==> src/hdl/fdl_pkg.sv <==
// fdl_pkg: shared constants, types and helpers of the fractional delay line
// no dependencies; imported by every module under hdl/

package fdl_pkg;

  // sample store geometry
  localparam int SAMPLE_BITS = 24;
  localparam int MAX_LENGTH  = 65536;
  localparam int RING_EXTRA  = 4;
  localparam int DEPTH       = MAX_LENGTH + RING_EXTRA;
  localparam int ADDR_W      = $clog2(DEPTH);
  localparam int NUM_TAPS    = 4;
  localparam int TAP_CNT_W   = $clog2(NUM_TAPS);

  // delay arithmetic
  localparam int DELAY_W    = 40;
  localparam int SPM_W      = 24;
  localparam int FRAC_BITS  = 16;
  localparam int GUARD_BITS = 40 - SAMPLE_BITS;
  localparam int DPOS_W     = DELAY_W - 1;
  localparam int MUL_LO_W   = (DPOS_W + 1) / 2;
  localparam int MUL_HI_W   = DPOS_W - MUL_LO_W;
  localparam int PROD_W     = DPOS_W + SPM_W;
  localparam int DQ_W       = PROD_W - FRAC_BITS;

  // interpolation datapath
  localparam int COEF_W    = SAMPLE_BITS + 4;
  localparam int SHIFT_MAX = (GUARD_BITS > FRAC_BITS) ? GUARD_BITS : FRAC_BITS;
  localparam int ACC_W     = SAMPLE_BITS + SHIFT_MAX + 8;
  localparam int STEP_W    = 2;

  // configuration port
  localparam int CFG_IDX_W   = 3;
  localparam int CFG_DATA_W  = 24;
  localparam int LEN_FIELD_W = 17;

  localparam logic             TIME_IN_MS_RST = 1'b1;
  localparam logic [SPM_W-1:0] SPM_RST        = SPM_W'(2890138);
  localparam int               BUF_LEN_RST    = 44100;

  typedef enum logic [CFG_IDX_W-1:0] {
    CFG_TIME_IN_MS     = 3'd0,
    CFG_SAMPLES_PER_MS = 3'd1,
    CFG_BUFFER_LENGTH  = 3'd2,
    CFG_FREEZE_ON      = 3'd3
  } cfg_idx_t;

  localparam logic CMD_SAMPLE = 1'b0;
  localparam logic CMD_CLEAR  = 1'b1;

  // delay unit result: integer tap offset and interpolation fraction
  typedef struct packed {
    logic                 lin;
    logic [ADDR_W-1:0]    idel;
    logic [FRAC_BITS-1:0] frac;
  } dly_res_t;

  // interpolator launch
  typedef struct packed {
    logic                 start;
    logic                 lin;
    logic [FRAC_BITS-1:0] frac;
  } itp_cmd_t;

  function automatic logic [ADDR_W-1:0] clamp_length(input logic [LEN_FIELD_W-1:0] v);
    if (v == '0) begin
      return ADDR_W'(1);
    end
    if (int'(v) > MAX_LENGTH) begin
      return ADDR_W'(MAX_LENGTH);
    end
    return ADDR_W'(v);
  endfunction

endpackage

==> src/hdl/fdl_delay.sv <==
// fdl_delay: converts the requested delay into tap offset and fraction
// depends on fdl_pkg; one shared 20x24 multiplier used in two passes

module fdl_delay import fdl_pkg::*; (
  input  logic                      clk,
  input  logic                      rst_n,
  input  logic                      start,
  input  logic signed [DELAY_W-1:0] delay_time,
  input  logic                      time_in_ms,
  input  logic [SPM_W-1:0]          samples_per_ms,
  input  logic [ADDR_W-1:0]         buf_len,
  output logic                      done,
  output dly_res_t                  res
);

  typedef enum logic [4:0] {
    D_IDLE  = 5'b00001,
    D_LO    = 5'b00010,
    D_HI    = 5'b00100,
    D_SUM   = 5'b01000,
    D_CLAMP = 5'b10000
  } dly_state_t;

  localparam int MUL_P_W = MUL_LO_W + SPM_W;
  localparam int DCL_W   = ADDR_W + FRAC_BITS;

  dly_state_t state_r, state_nxt;
  logic                done_r;
  logic [DPOS_W-1:0]   dpos_r;
  logic                ms_r;
  logic [MUL_P_W-1:0]  plo_r, phi_r;
  logic [DQ_W-1:0]     dq_r, dq_nxt;
  dly_res_t            res_r;

  logic [MUL_LO_W-1:0] mul_a;
  logic [MUL_P_W-1:0]  mul_p;
  logic [PROD_W-1:0]   prod_sum;
  logic                lin;
  logic [DQ_W-1:0]     dsub;
  logic [DCL_W-1:0]    maxd, dcl;

  always_comb begin
    state_nxt = state_r;
    case (state_r)
      D_IDLE:  if (start) state_nxt = D_LO;
      D_LO:    state_nxt = D_HI;
      D_HI:    state_nxt = D_SUM;
      D_SUM:   state_nxt = D_CLAMP;
      D_CLAMP: state_nxt = D_IDLE;
      default: state_nxt = D_IDLE;
    endcase
  end

  // low half of the delay first, then the high half
  assign mul_a = (state_r == D_LO) ? dpos_r[MUL_LO_W-1:0]
                                   : MUL_LO_W'(dpos_r[DPOS_W-1:MUL_LO_W]);
  assign mul_p = MUL_P_W'(mul_a) * MUL_P_W'(samples_per_ms);

  assign prod_sum = PROD_W'(plo_r) + (PROD_W'(phi_r) << MUL_LO_W);
  assign dq_nxt   = ms_r ? prod_sum[PROD_W-1:FRAC_BITS] : DQ_W'(dpos_r);

  // below one sample: linear mode; otherwise step back one sample
  assign lin  = (dq_r[DQ_W-1:FRAC_BITS] == '0);
  assign dsub = lin ? dq_r : (dq_r - (DQ_W'(1) << FRAC_BITS));
  assign maxd = {buf_len - ADDR_W'(1), {FRAC_BITS{1'b0}}};
  assign dcl  = (dsub > DQ_W'(maxd)) ? maxd : dsub[DCL_W-1:0];

  always_ff @(posedge clk) begin
    if (!rst_n) begin
      state_r <= D_IDLE;
      done_r  <= 1'b0;
    end else begin
      state_r <= state_nxt;
      done_r  <= (state_r == D_CLAMP);
    end
  end

  always_ff @(posedge clk) begin
    if (state_r == D_IDLE && start) begin
      dpos_r <= delay_time[DELAY_W-1] ? '0 : delay_time[DPOS_W-1:0];
      ms_r   <= time_in_ms;
    end
    if (state_r == D_LO) begin
      plo_r <= mul_p;
    end
    if (state_r == D_HI) begin
      phi_r <= mul_p;
    end
    if (state_r == D_SUM) begin
      dq_r <= dq_nxt;
    end
    if (state_r == D_CLAMP) begin
      res_r.lin  <= lin;
      res_r.idel <= dcl[DCL_W-1:FRAC_BITS];
      res_r.frac <= dcl[FRAC_BITS-1:0];
    end
  end

  assign done = done_r;
  assign res  = res_r;

endmodule

==> config.mk <==
export PLATFORM = sky130hd
export DESIGN_NAME = fdl_delay
export DESIGN_NICKNAME = d
export VERILOG_FILES = /design/src/hdl/fdl_pkg.sv /design/src/hdl/fdl_delay.sv
export SDC_FILE = /design/constraint.sdc
export NUM_CORES = 2
export LEC_CHECK = 0
export ABC_AREA = 1
export BUFFER_PORTS_ARGS = -buffer_cell sky130_fd_sc_hd__clkbuf_2
export CELL_PAD_IN_SITES_DETAIL_PLACEMENT = 1
export CELL_PAD_IN_SITES_GLOBAL_PLACEMENT = 1
export CORE_UTILIZATION = 40
export DETAILED_ROUTE_END_ITERATION = 10
export PLACE_DENSITY_LB_ADDON = 0.08
export SLEW_MARGIN = 20
export SYNTH_ARGS = -nofsm -noshare
export SYNTH_HDL_FRONTEND = slang
export SYNTH_SLANG_ARGS = --single-unit
export TNS_END_PERCENT = 100
==> constraint.sdc <==
create_clock -name clk -period 12.7 [get_ports clk]
set_input_delay 0.635 -clock clk [delete_from_list [all_inputs] [get_ports clk]]
set_output_delay 0.635 -clock clk [all_outputs]
set_load 0.03 [all_outputs]
==> flow_metrics.tcl <==
set metrics [dict create \
    maxSlewHeadroom 0.365 \
    crit_top_cell "fa_1" \
    root_buffer "clkbuf_16" \
    final_util 0.440 \
    hpwl_um 84600 \
    cts_sinks 198 \
    drc_errors 0 \
    cp.arrival_ps 9510 \
    die_y_um 262 \
    cp_slowest_cell "fa_1" \
    crit_path_max_fanout 46 \
    slew_violations 0 \
    clk_latency_ps 480 \
    rsz0062_at_grt "no" \
    initial_core_util 0.407 \
    maxCapViolCount 0 \
    final-setup-viol-count 0 \
    tightest_slew_ps 952 \
    h-tree-depth 4 \
    final_cell_mix "671 x inv_1, 555 x nand2_1, 521 x nor2_1" \
    fin_skew_ps 26.3 \
    fmax_ghz 0.107 \
    synthFlopType "edfxtp_1" \
    clk_pin_slew_ps 90 \
    synth_top_family_by_area "adder cells" \
    cts_setup_buffers 0 \
    first_iter_violations 1234 \
    cts_hold_buf 0 \
    io_pins 120 \
    yosysSeqAreaShare 0.218 \
    synthDistinctLibCells 46 \
    slowest_delay_ps 680 \
    endpoint_kind "register" \
    cts_tree "done" \
    synth_area_per_cell_um2 8.33 \
    status "completed" \
    cts_inserted_buffers 17 \
    synthMuxAreaShare 0 \
    drive_gt1_frac 0.0767 \
    path_buf_inv 10 \
    die_w_um 262 \
    required_ps 12900 \
    via_per_inst 5.26 \
    cp-start-kind "register" \
    synthXorXnorAreaFrac 0.0315 \
    synth-edff-count 192 \
    grt_usage 0.303 \
    core_area_um2 66200 \
    hold_path.class "in2reg" \
    crit_type "reg2reg" \
    grt_overflow 0 \
    syn_nets 3911 \
    place_area_um2 28500 \
    synthArstFlopShare 0 \
    io_buffers 119 \
    final_common_cell "inv_1" \
    grt_pass1_wl_um 151000 \
    antenna_found_initial 1 \
    crit_family "adder cells" \
    wl_um 101000 \
    fin_nets 3989 \
    yosys_warnings 0 \
    cts_resized 0 \
    drtPass1Iterations 6 \
    synth-simple-area-share 0.197 \
    netlist_area_um2 26900 \
    n_antenna_cell 0 \
    finalSetupTns_ps 0 \
    fp-row-count 94 \
    grt_max_degree 60 \
    gp_congestion 0.976 \
    syn-instance-count 3235 \
    die_area_um2 68400 \
    synth_fa_ha_area_frac 0.384 \
    min_period_ps 9310 \
    synth_compound_area_frac 0.0587 \
    period_share 0.733 \
    hold_viol_final 0 \
    grt_pass1_vias 24700 \
    ys_ff_latch 198 \
    syn_to_final_growth_pct 8.13 \
    cts_buffer_depth 2 \
    ant_nets 0 \
    vias 22000 \
    design_area_um2 29100 \
    avgRoutedWirePerCell_um 24.2 \
]
## sequential cells by signal, indices dropped and copies added, names as in the netlist
register,cells
dq_r,47
done,1
plo_r,28
ms_r,1
dpos_r,39
state_r,5
res,34
phi_r,43
## Yosys cell counts (2+ instances only)
master    number  share of area
a21o_1        20         0.0056
a31oi_1       17         0.0039
o221ai_1       2        0.00065
buf_1          2        0.00028
nand3_1       93          0.017
buf_6          4         0.0017
nand4_1       31         0.0072
o21ai_2        9         0.0029
o21bai_1      12         0.0033
inv_2         10         0.0014
clkinv_1      11         0.0015
dfxtp_1        6         0.0045
nor2_2        23         0.0053
ha_1         198          0.092
buf_2         10         0.0019
nor4_1        10         0.0023
nand2_1      555          0.077
nand2_2        4        0.00093
edfxtp_1     192           0.21
nor2_1       522          0.073
nor2_4         4         0.0017
buf_4          2        0.00056
inv_1        672          0.094
xor2_1        62          0.020
a21oi_1      102          0.019
nand2_4        2        0.00084
nor3_1        22         0.0041
o21ai_1       15         0.0028
xnor2_1       35          0.011
fa_1         393           0.29
nand3b_1       2        0.00056
o21a_1         6         0.0017
clkbuf_1      67         0.0093
or2_2         18         0.0042
a21boi_0       6         0.0017
o21ai_0       86          0.016
## per-layer routing
layer	up-vias	GRT usage	part of all wire
li1	10000	-	-
met1	11300	0.360	0.40
met2	481	0.558	0.52
met3	161	0.0194	0.029
met4	0	0.140	0.049
met5	-	0	0
## final cells by class
type / instances / area (um2)
multi-input cells: 2259 / 18100
clock buffers: 17 / 425
inverters: 693 / 2600
clock inverters: 15 / 233
repair buffers: 144 / 783
flip-flops and latches: 198 / 5890
well taps: 864 / 1080
fillers: 8065 / 37100
## final timing paths
check	start	end	slack (ps)	depth (start not counted)
worst min register to register	state_r[2]	state_r[3]	550	2
worst max register to register	state_r[2]	plo_r[26]	3390	29
worst max-delay path	state_r[2]	plo_r[26]	3390	29
worst min-delay path	time_in_ms	ms_r	330	1
## per-stage QoR
step                      setup slack (ps)  hold WS [ps]  instances
final                                 3390           331       4190
after global routing                  2930           317       4190
after CTS                             3320           316       4190
after detailed placement              3350           532       4158
after global placement                3290           521       4158
after floorplan                       5190           477       3235
## cell families after synthesis
logic type                 Yosys count
buffers and inverters              778
adders and majority gates          591
DFF                                198
and+or+nand+nor                   1292
AOI/OAI and AO/OA                  279
xor gates and xnor gates            97
Power is left out: the tool's default activity adds up to more than one toggle a clock period on the data nets, which glitch-free logic cannot reach.
