File: src/hdl/fdl_pkg.sv
// fdl_pkg: shared constants, types and helpers of the fractional delay line
// no dependencies; imported by every module under hdl/

package fdl_pkg;

  // sample store geometry
  localparam int SAMPLE_BITS = 24;
  localparam int MAX_LENGTH  = 65536;
  localparam int RING_EXTRA  = 4;
  localparam int DEPTH       = MAX_LENGTH + RING_EXTRA;
  localparam int ADDR_W      = $clog2(DEPTH);
  localparam int NUM_TAPS    = 4;
  localparam int TAP_CNT_W   = $clog2(NUM_TAPS);

  // delay arithmetic
  localparam int DELAY_W    = 40;
  localparam int SPM_W      = 24;
  localparam int FRAC_BITS  = 16;
  localparam int GUARD_BITS = 40 - SAMPLE_BITS;
  localparam int DPOS_W     = DELAY_W - 1;
  localparam int MUL_LO_W   = (DPOS_W + 1) / 2;
  localparam int MUL_HI_W   = DPOS_W - MUL_LO_W;
  localparam int PROD_W     = DPOS_W + SPM_W;
  localparam int DQ_W       = PROD_W - FRAC_BITS;

  // interpolation datapath
  localparam int COEF_W    = SAMPLE_BITS + 4;
  localparam int SHIFT_MAX = (GUARD_BITS > FRAC_BITS) ? GUARD_BITS : FRAC_BITS;
  localparam int ACC_W     = SAMPLE_BITS + SHIFT_MAX + 8;
  localparam int STEP_W    = 2;

  // configuration port
  localparam int CFG_IDX_W   = 3;
  localparam int CFG_DATA_W  = 24;
  localparam int LEN_FIELD_W = 17;

  localparam logic             TIME_IN_MS_RST = 1'b1;
  localparam logic [SPM_W-1:0] SPM_RST        = SPM_W'(2890138);
  localparam int               BUF_LEN_RST    = 44100;

  typedef enum logic [CFG_IDX_W-1:0] {
    CFG_TIME_IN_MS     = 3'd0,
    CFG_SAMPLES_PER_MS = 3'd1,
    CFG_BUFFER_LENGTH  = 3'd2,
    CFG_FREEZE_ON      = 3'd3
  } cfg_idx_t;

  localparam logic CMD_SAMPLE = 1'b0;
  localparam logic CMD_CLEAR  = 1'b1;

  // delay unit result: integer tap offset and interpolation fraction
  typedef struct packed {
    logic                 lin;
    logic [ADDR_W-1:0]    idel;
    logic [FRAC_BITS-1:0] frac;
  } dly_res_t;

  // interpolator launch
  typedef struct packed {
    logic                 start;
    logic                 lin;
    logic [FRAC_BITS-1:0] frac;
  } itp_cmd_t;

  function automatic logic [ADDR_W-1:0] clamp_length(input logic [LEN_FIELD_W-1:0] v);
    if (v == '0) begin
      return ADDR_W'(1);
    end
    if (int'(v) > MAX_LENGTH) begin
      return ADDR_W'(MAX_LENGTH);
    end
    return ADDR_W'(v);
  endfunction

endpackage

File: src/hdl/fdl_interp.sv
// fdl_interp: linear or cubic interpolation of four taps by Horner steps
// depends on fdl_pkg; one shared multiply-accumulate step per cycle

module fdl_interp import fdl_pkg::*; (
  input  logic                                clk,
  input  logic                                rst_n,
  input  itp_cmd_t                            cmd,
  input  logic [NUM_TAPS-1:0][SAMPLE_BITS-1:0] taps,
  output logic                                done,
  output logic [SAMPLE_BITS-1:0]              sample
);

  typedef enum logic [3:0] {
    I_IDLE  = 4'b0001,
    I_PREP  = 4'b0010,
    I_STEP  = 4'b0100,
    I_ROUND = 4'b1000
  } itp_state_t;

  localparam logic signed [ACC_W-1:0] RND_LIN = ACC_W'(1) <<< (FRAC_BITS - 1);
  localparam logic signed [ACC_W-1:0] RND_CUB = ACC_W'(1) <<< GUARD_BITS;
  localparam logic signed [ACC_W-1:0] SAT_HI  =
    {{(ACC_W - SAMPLE_BITS + 1){1'b0}}, {(SAMPLE_BITS - 1){1'b1}}};
  localparam logic signed [ACC_W-1:0] SAT_LO  = ~SAT_HI;

  itp_state_t state_r, state_nxt;
  logic                          done_r;
  logic                          lin_r;
  logic [FRAC_BITS-1:0]          frac_r;
  logic signed [SAMPLE_BITS-1:0] ta_r, tb_r, tc_r, te_r;
  logic signed [COEF_W-1:0]      add0_r, add1_r, add2_r;
  logic [STEP_W-1:0]             steps_r;
  logic signed [ACC_W-1:0]       acc_r;
  logic [SAMPLE_BITS-1:0]        sample_r;

  logic signed [COEF_W-1:0]          wa, wb, wc, we, bc, c2, c3;
  logic signed [ACC_W-FRAC_BITS-1:0] vh;
  logic [FRAC_BITS-1:0]              vl;
  logic signed [ACC_W:0]             ph;
  logic [2*FRAC_BITS-1:0]            pl;
  logic signed [ACC_W-1:0]           horner, rnd, sat;

  function automatic logic signed [ACC_W-1:0] scale(input logic signed [COEF_W-1:0] x,
                                                    input logic lin);
    logic signed [ACC_W-1:0] w;
    w = ACC_W'(x);
    return lin ? (w <<< FRAC_BITS) : (w <<< GUARD_BITS);
  endfunction

  always_comb begin
    state_nxt = state_r;
    case (state_r)
      I_IDLE:  if (cmd.start) state_nxt = I_PREP;
      I_PREP:  state_nxt = I_STEP;
      I_STEP:  if (steps_r == STEP_W'(1)) state_nxt = I_ROUND;
      I_ROUND: state_nxt = I_IDLE;
      default: state_nxt = I_IDLE;
    endcase
  end

  // catmull-rom coefficients, doubled
  assign wa = COEF_W'(ta_r);
  assign wb = COEF_W'(tb_r);
  assign wc = COEF_W'(tc_r);
  assign we = COEF_W'(te_r);
  assign bc = wb - wc;
  assign c2 = (wa <<< 1) - (wb <<< 2) - wb + (wc <<< 2) - we;
  assign c3 = we - wa + bc + (bc <<< 1);

  // floor(acc * t / 2^16) split into a signed high part and an unsigned low part
  assign vh = acc_r[ACC_W-1:FRAC_BITS];
  assign vl = acc_r[FRAC_BITS-1:0];
  assign ph = vh * $signed({1'b0, frac_r});
  assign pl = vl * frac_r;
  assign horner = ACC_W'(ph) + ACC_W'($signed({1'b0, pl[2*FRAC_BITS-1:FRAC_BITS]}));

  assign rnd = lin_r ? ((acc_r + RND_LIN) >>> FRAC_BITS)
                     : ((acc_r + RND_CUB) >>> (GUARD_BITS + 1));
  assign sat = (rnd > SAT_HI) ? SAT_HI : ((rnd < SAT_LO) ? SAT_LO : rnd);

  always_ff @(posedge clk) begin
    if (!rst_n) begin
      state_r <= I_IDLE;
      done_r  <= 1'b0;
    end else begin
      state_r <= state_nxt;
      done_r  <= (state_r == I_ROUND);
    end
  end

  always_ff @(posedge clk) begin
    if (state_r == I_IDLE && cmd.start) begin
      lin_r  <= cmd.lin;
      frac_r <= cmd.frac;
      ta_r   <= taps[0];
      tb_r   <= taps[1];
      tc_r   <= taps[2];
      te_r   <= taps[3];
    end
    if (state_r == I_PREP) begin
      acc_r   <= lin_r ? scale(wb - wa, 1'b1) : scale(c3, 1'b0);
      add0_r  <= lin_r ? wa : c2;
      add1_r  <= wc - wa;
      add2_r  <= wb <<< 1;
      steps_r <= lin_r ? STEP_W'(1) : STEP_W'(NUM_TAPS - 1);
    end
    if (state_r == I_STEP) begin
      acc_r   <= horner + scale(add0_r, lin_r);
      add0_r  <= add1_r;
      add1_r  <= add2_r;
      steps_r <= steps_r - STEP_W'(1);
    end
    if (state_r == I_ROUND) begin
      sample_r <= sat[SAMPLE_BITS-1:0];
    end
  end

  assign done   = done_r;
  assign sample = sample_r;

endmodule
File: config.mk
export PLATFORM = sky130hd
export DESIGN_NAME = fdl_interp
export DESIGN_NICKNAME = d
export VERILOG_FILES = /design/src/hdl/fdl_pkg.sv /design/src/hdl/fdl_interp.sv
export SDC_FILE = /design/constraint.sdc
export NUM_CORES = 2
export LEC_CHECK = 0
export ABC_AREA = 1
export BUFFER_PORTS_ARGS = -buffer_cell sky130_fd_sc_hd__clkbuf_2
export CAP_MARGIN = 20
export CORE_MARGIN = 4
export CORE_UTILIZATION = 55
export DETAILED_ROUTE_END_ITERATION = 10
export GPL_TIMING_DRIVEN = 1
export PLACE_DENSITY_LB_ADDON = 0.1
export SLEW_MARGIN = 20
export SYNTH_ARGS = -nofsm -noshare
export SYNTH_HDL_FRONTEND = slang
export SYNTH_SLANG_ARGS = --single-unit
File: constraint.sdc
create_clock -name clk -period 12 [get_ports clk]
set_input_delay 2.4 -clock clk [delete_from_list [all_inputs] [get_ports clk]]
set_output_delay 2.4 -clock clk [all_outputs]
set_load 0.01 [all_outputs]
==> reports/qor.yml <==
run_status:
  status: "finished clean"
synth:
  syn_area_um2: 50500
  synth_flop_cell: "edfxtp_1"
  avgSynthCellArea_um2: 7.88
  synth_warnings: 0
  async_flop_share: 0
  yosysSeqAreaShare: 0.159
  postSynthCellCount: 6402
  ys_ff_latch: 269
  synth_enable_flop_cells: 264
  synth_cell_type_count: 51
  syn-num-nets: 7721
placement:
  dp_cells: 7586
  pre_cts_slack_ns: 0.796
  hpwlAfterDp_mm: 140
  portBuffers: 140
  gp_congestion: 1.04
clock_tree:
  clkTransAtPathRegs_ns: 0.06
  cts_buffers: 36
  cts_buffer_depth: 3
  ctsHoldBuffers: 0
  cts.sinks: 269
  cts_resized: 0
  ctsHtreeMaxLevel: 2
  cts_tree: "done"
  clock_latency_ns: 0.62
  cts_root_buf: "clkbuf_16"
final_layout:
  utilization: 0.592
  area_growth_pct: 6.30
  drive_gt1_frac: 0.0537
  layout_common_cells: "1,622 x inv_1, 1,574 x nand2_1, 855 x fa_1"
  finalNonFillerCells: 7655
  nNetsFinal: 7769
  final_common_cell: "inv_1"
critical_path:
  r2r_end: "acc_r[45]$_DFFE_PN_"
  r2r_start: "frac_r[7]$_DFFE_PP_"
  worst_r2r_path_depth: 39
  max_stage_delay_ns: 0.79
  rrSetupSlack_ns: 0.84
  worstSetupPathType: "register to register"
  arrival_ns: 11.50
  cp-start-kind: "register"
  cp.required_ns: 12.34
  worst-path-max-fanout: 13
  cpMaxStageDelayCell: "edfxtp_1"
  worst_setup_path_end_kind: "register"
  crit_path_frequent_cell: "fa_1"
route:
  routed_wl_mm: 168
  drtPass1Iterations: 6
  num_vias: 42300
  post_drt_wl_per_cell_um: 22.0
  ant_nets: 0
  first_iter_violations: 3355
  drcViolationCount: 0
  via_per_inst: 5.53
global_routing:
  grt.busiest_layer: "met2"
  grt_pass1_wl_mm: 262
  grtUsageMet1: 0.459
  grt_use_total: 0.355
  grt.overflow.total: 0
  grt_pass1_vias: 44400
  antenna_found_initial: 3
  grt_util_met2: 0.563
  use_met3: 0.0777
  grt_max_degree: 67
timing:
  finalCritPeriodShare: 0.930
  slew_headroom: 0.213
  setup_tns_ns: 0
  min_period_ns: 11.16
  max_slew.worst_pin.slew_ns: 1.18
  rsz0062_at_grt: "no"
  setup_ws_ns: 0.837
  setup_viol: 0
  fin_skew_ns: 0.0355
  finalHoldViolCount: 0
  fmax_ghz: 0.0896
  maxSlewViolCount: 0
run:
  max_cap_violations: 0
floorplanning:
  initial_core_util: 0.557
  io_pins: 141
  rows: 110
  dieArea_um2: 96700
  die_h_um: 311
  fp.coreArea_um2: 90600
  die_x_um: 311
worst_hold_path:
  hold_path_class: "register to register"
  hold_end: "done$_SDFF_PN0_"
  min_path_cells: 1
  hp-start: "state_r[2]$_SDFFE_PN0P_"
layout make-up:
type	count	area, µm²
Multi-Input combinational cell	4297	35500
Fill cell	8380	36900
Inverter	1625	6100
Clock buffer	38	930
Timing Repair Buffer	221	1310
Antenna cell	3	7.51
Sequential cell	269	8030
Clock inverter	26	304
Tap cell	1176	1470
Yosys cell counts (6+ instances only):
| cell | number | share of area |
|---|---|---|
| a211oi_1 | 7 | 0.0010 |
| a21boi_0 | 14 | 0.0021 |
| a21o_1 | 17 | 0.0025 |
| a21oi_1 | 287 | 0.028 |
| a31o_2 | 6 | 0.0010 |
| a31oi_1 | 14 | 0.0017 |
| buf_1 | 55 | 0.0041 |
| buf_4 | 12 | 0.0018 |
| clkbuf_1 | 137 | 0.010 |
| edfxtp_1 | 264 | 0.16 |
| fa_1 | 855 | 0.34 |
| ha_1 | 348 | 0.086 |
| inv_1 | 1623 | 0.12 |
| nand2_1 | 1575 | 0.12 |
| nand3_1 | 247 | 0.024 |
| nand4_1 | 48 | 0.0059 |
| nor2_1 | 335 | 0.025 |
| nor2_2 | 13 | 0.0016 |
| nor3_1 | 56 | 0.0056 |
| nor4_1 | 11 | 0.0014 |
| o211ai_1 | 23 | 0.0034 |
| o21a_1 | 12 | 0.0018 |
| o21ai_0 | 230 | 0.023 |
| o21bai_1 | 33 | 0.0049 |
| o22ai_1 | 6 | 0.00074 |
| or2_2 | 26 | 0.0032 |
| xnor2_1 | 35 | 0.0061 |
| xor2_1 | 53 | 0.0092 |
worst max-delay path by stage:
stage,start,to,slack (ns)
floorplan,frac_r[1]$_DFFE_PP_,acc_r[35]$_DFFE_PN_,2.29
global placement,frac_r[4]$_DFFE_PP_,acc_r[35]$_DFFE_PN_,0.82
detailed placement,frac_r[8]$_DFFE_PP_,acc_r[35]$_DFFE_PN_,0.80
CTS,frac_r[8]$_DFFE_PP_,acc_r[35]$_DFFE_PN_,0.75
global route,frac_r[4]$_DFFE_PP_,acc_r[27]$_DFFE_PN_,0.32
finish,frac_r[7]$_DFFE_PP_,acc_r[45]$_DFFE_PN_,0.84
critical path, delay by kind of cell, from the launching register on:
kind                       cells  cell delay, ns
AOI/OAI and AO/OA              4            1.04
xor gates and xnor gates       1            0.17
adders and majority gates     13            6.39
buffers and inverters          9            0.79
DFF                            1            0.79
and+or+nand+nor               12            1.68
stage by stage:
| stage | hold WS, ns | cell area (µm²) |
|---|---|---|
| after floorplan | 0.445 | 50500 |
| after global placement | 0.506 | 52400 |
| after detailed placement | 0.505 | 52400 |
| after CTS | 0.516 | 53600 |
| after global routing | 0.543 | 53600 |
| final | 0.514 | 53700 |
what timing repair did:
action / 4_1_cts / 5_1_grt
setup endpoints to repair: 0 / 1
setup buffers: 0 / 2
hold endpoints to repair: 0 / 0
state kept, by name, indices dropped and copies added, names as in the netlist, 2 cells and up:
name and count:
add1_r 25, frac_r 16, state_r 4, add2_r 24
sample 24, tb_r 24, tc_r 24, add0_r 28
acc_r 48, te_r 24, steps_r 2, ta_r 24
per-layer routing:
| layer | wire, µm | vias to the layer above |
|---|---|---|
| li1 | - | 19400 |
| met1 | 66100 | 20700 |
| met2 | 75700 | 1873 |
| met3 | 15200 | 407 |
| met4 | 11300 | 0 |
| met5 | 0 | - |
logic make-up after synthesis:
group           synth area share
compound gates            0.0740
xor+xnor                  0.0153
fa+ha+maj                  0.425
buf+inv                    0.138
flops                      0.159
mux                     0.000421
simple gates               0.188
Power is not shown: default switching activity piles up to over one toggle a cycle in this logic, so the estimate is an artifact.
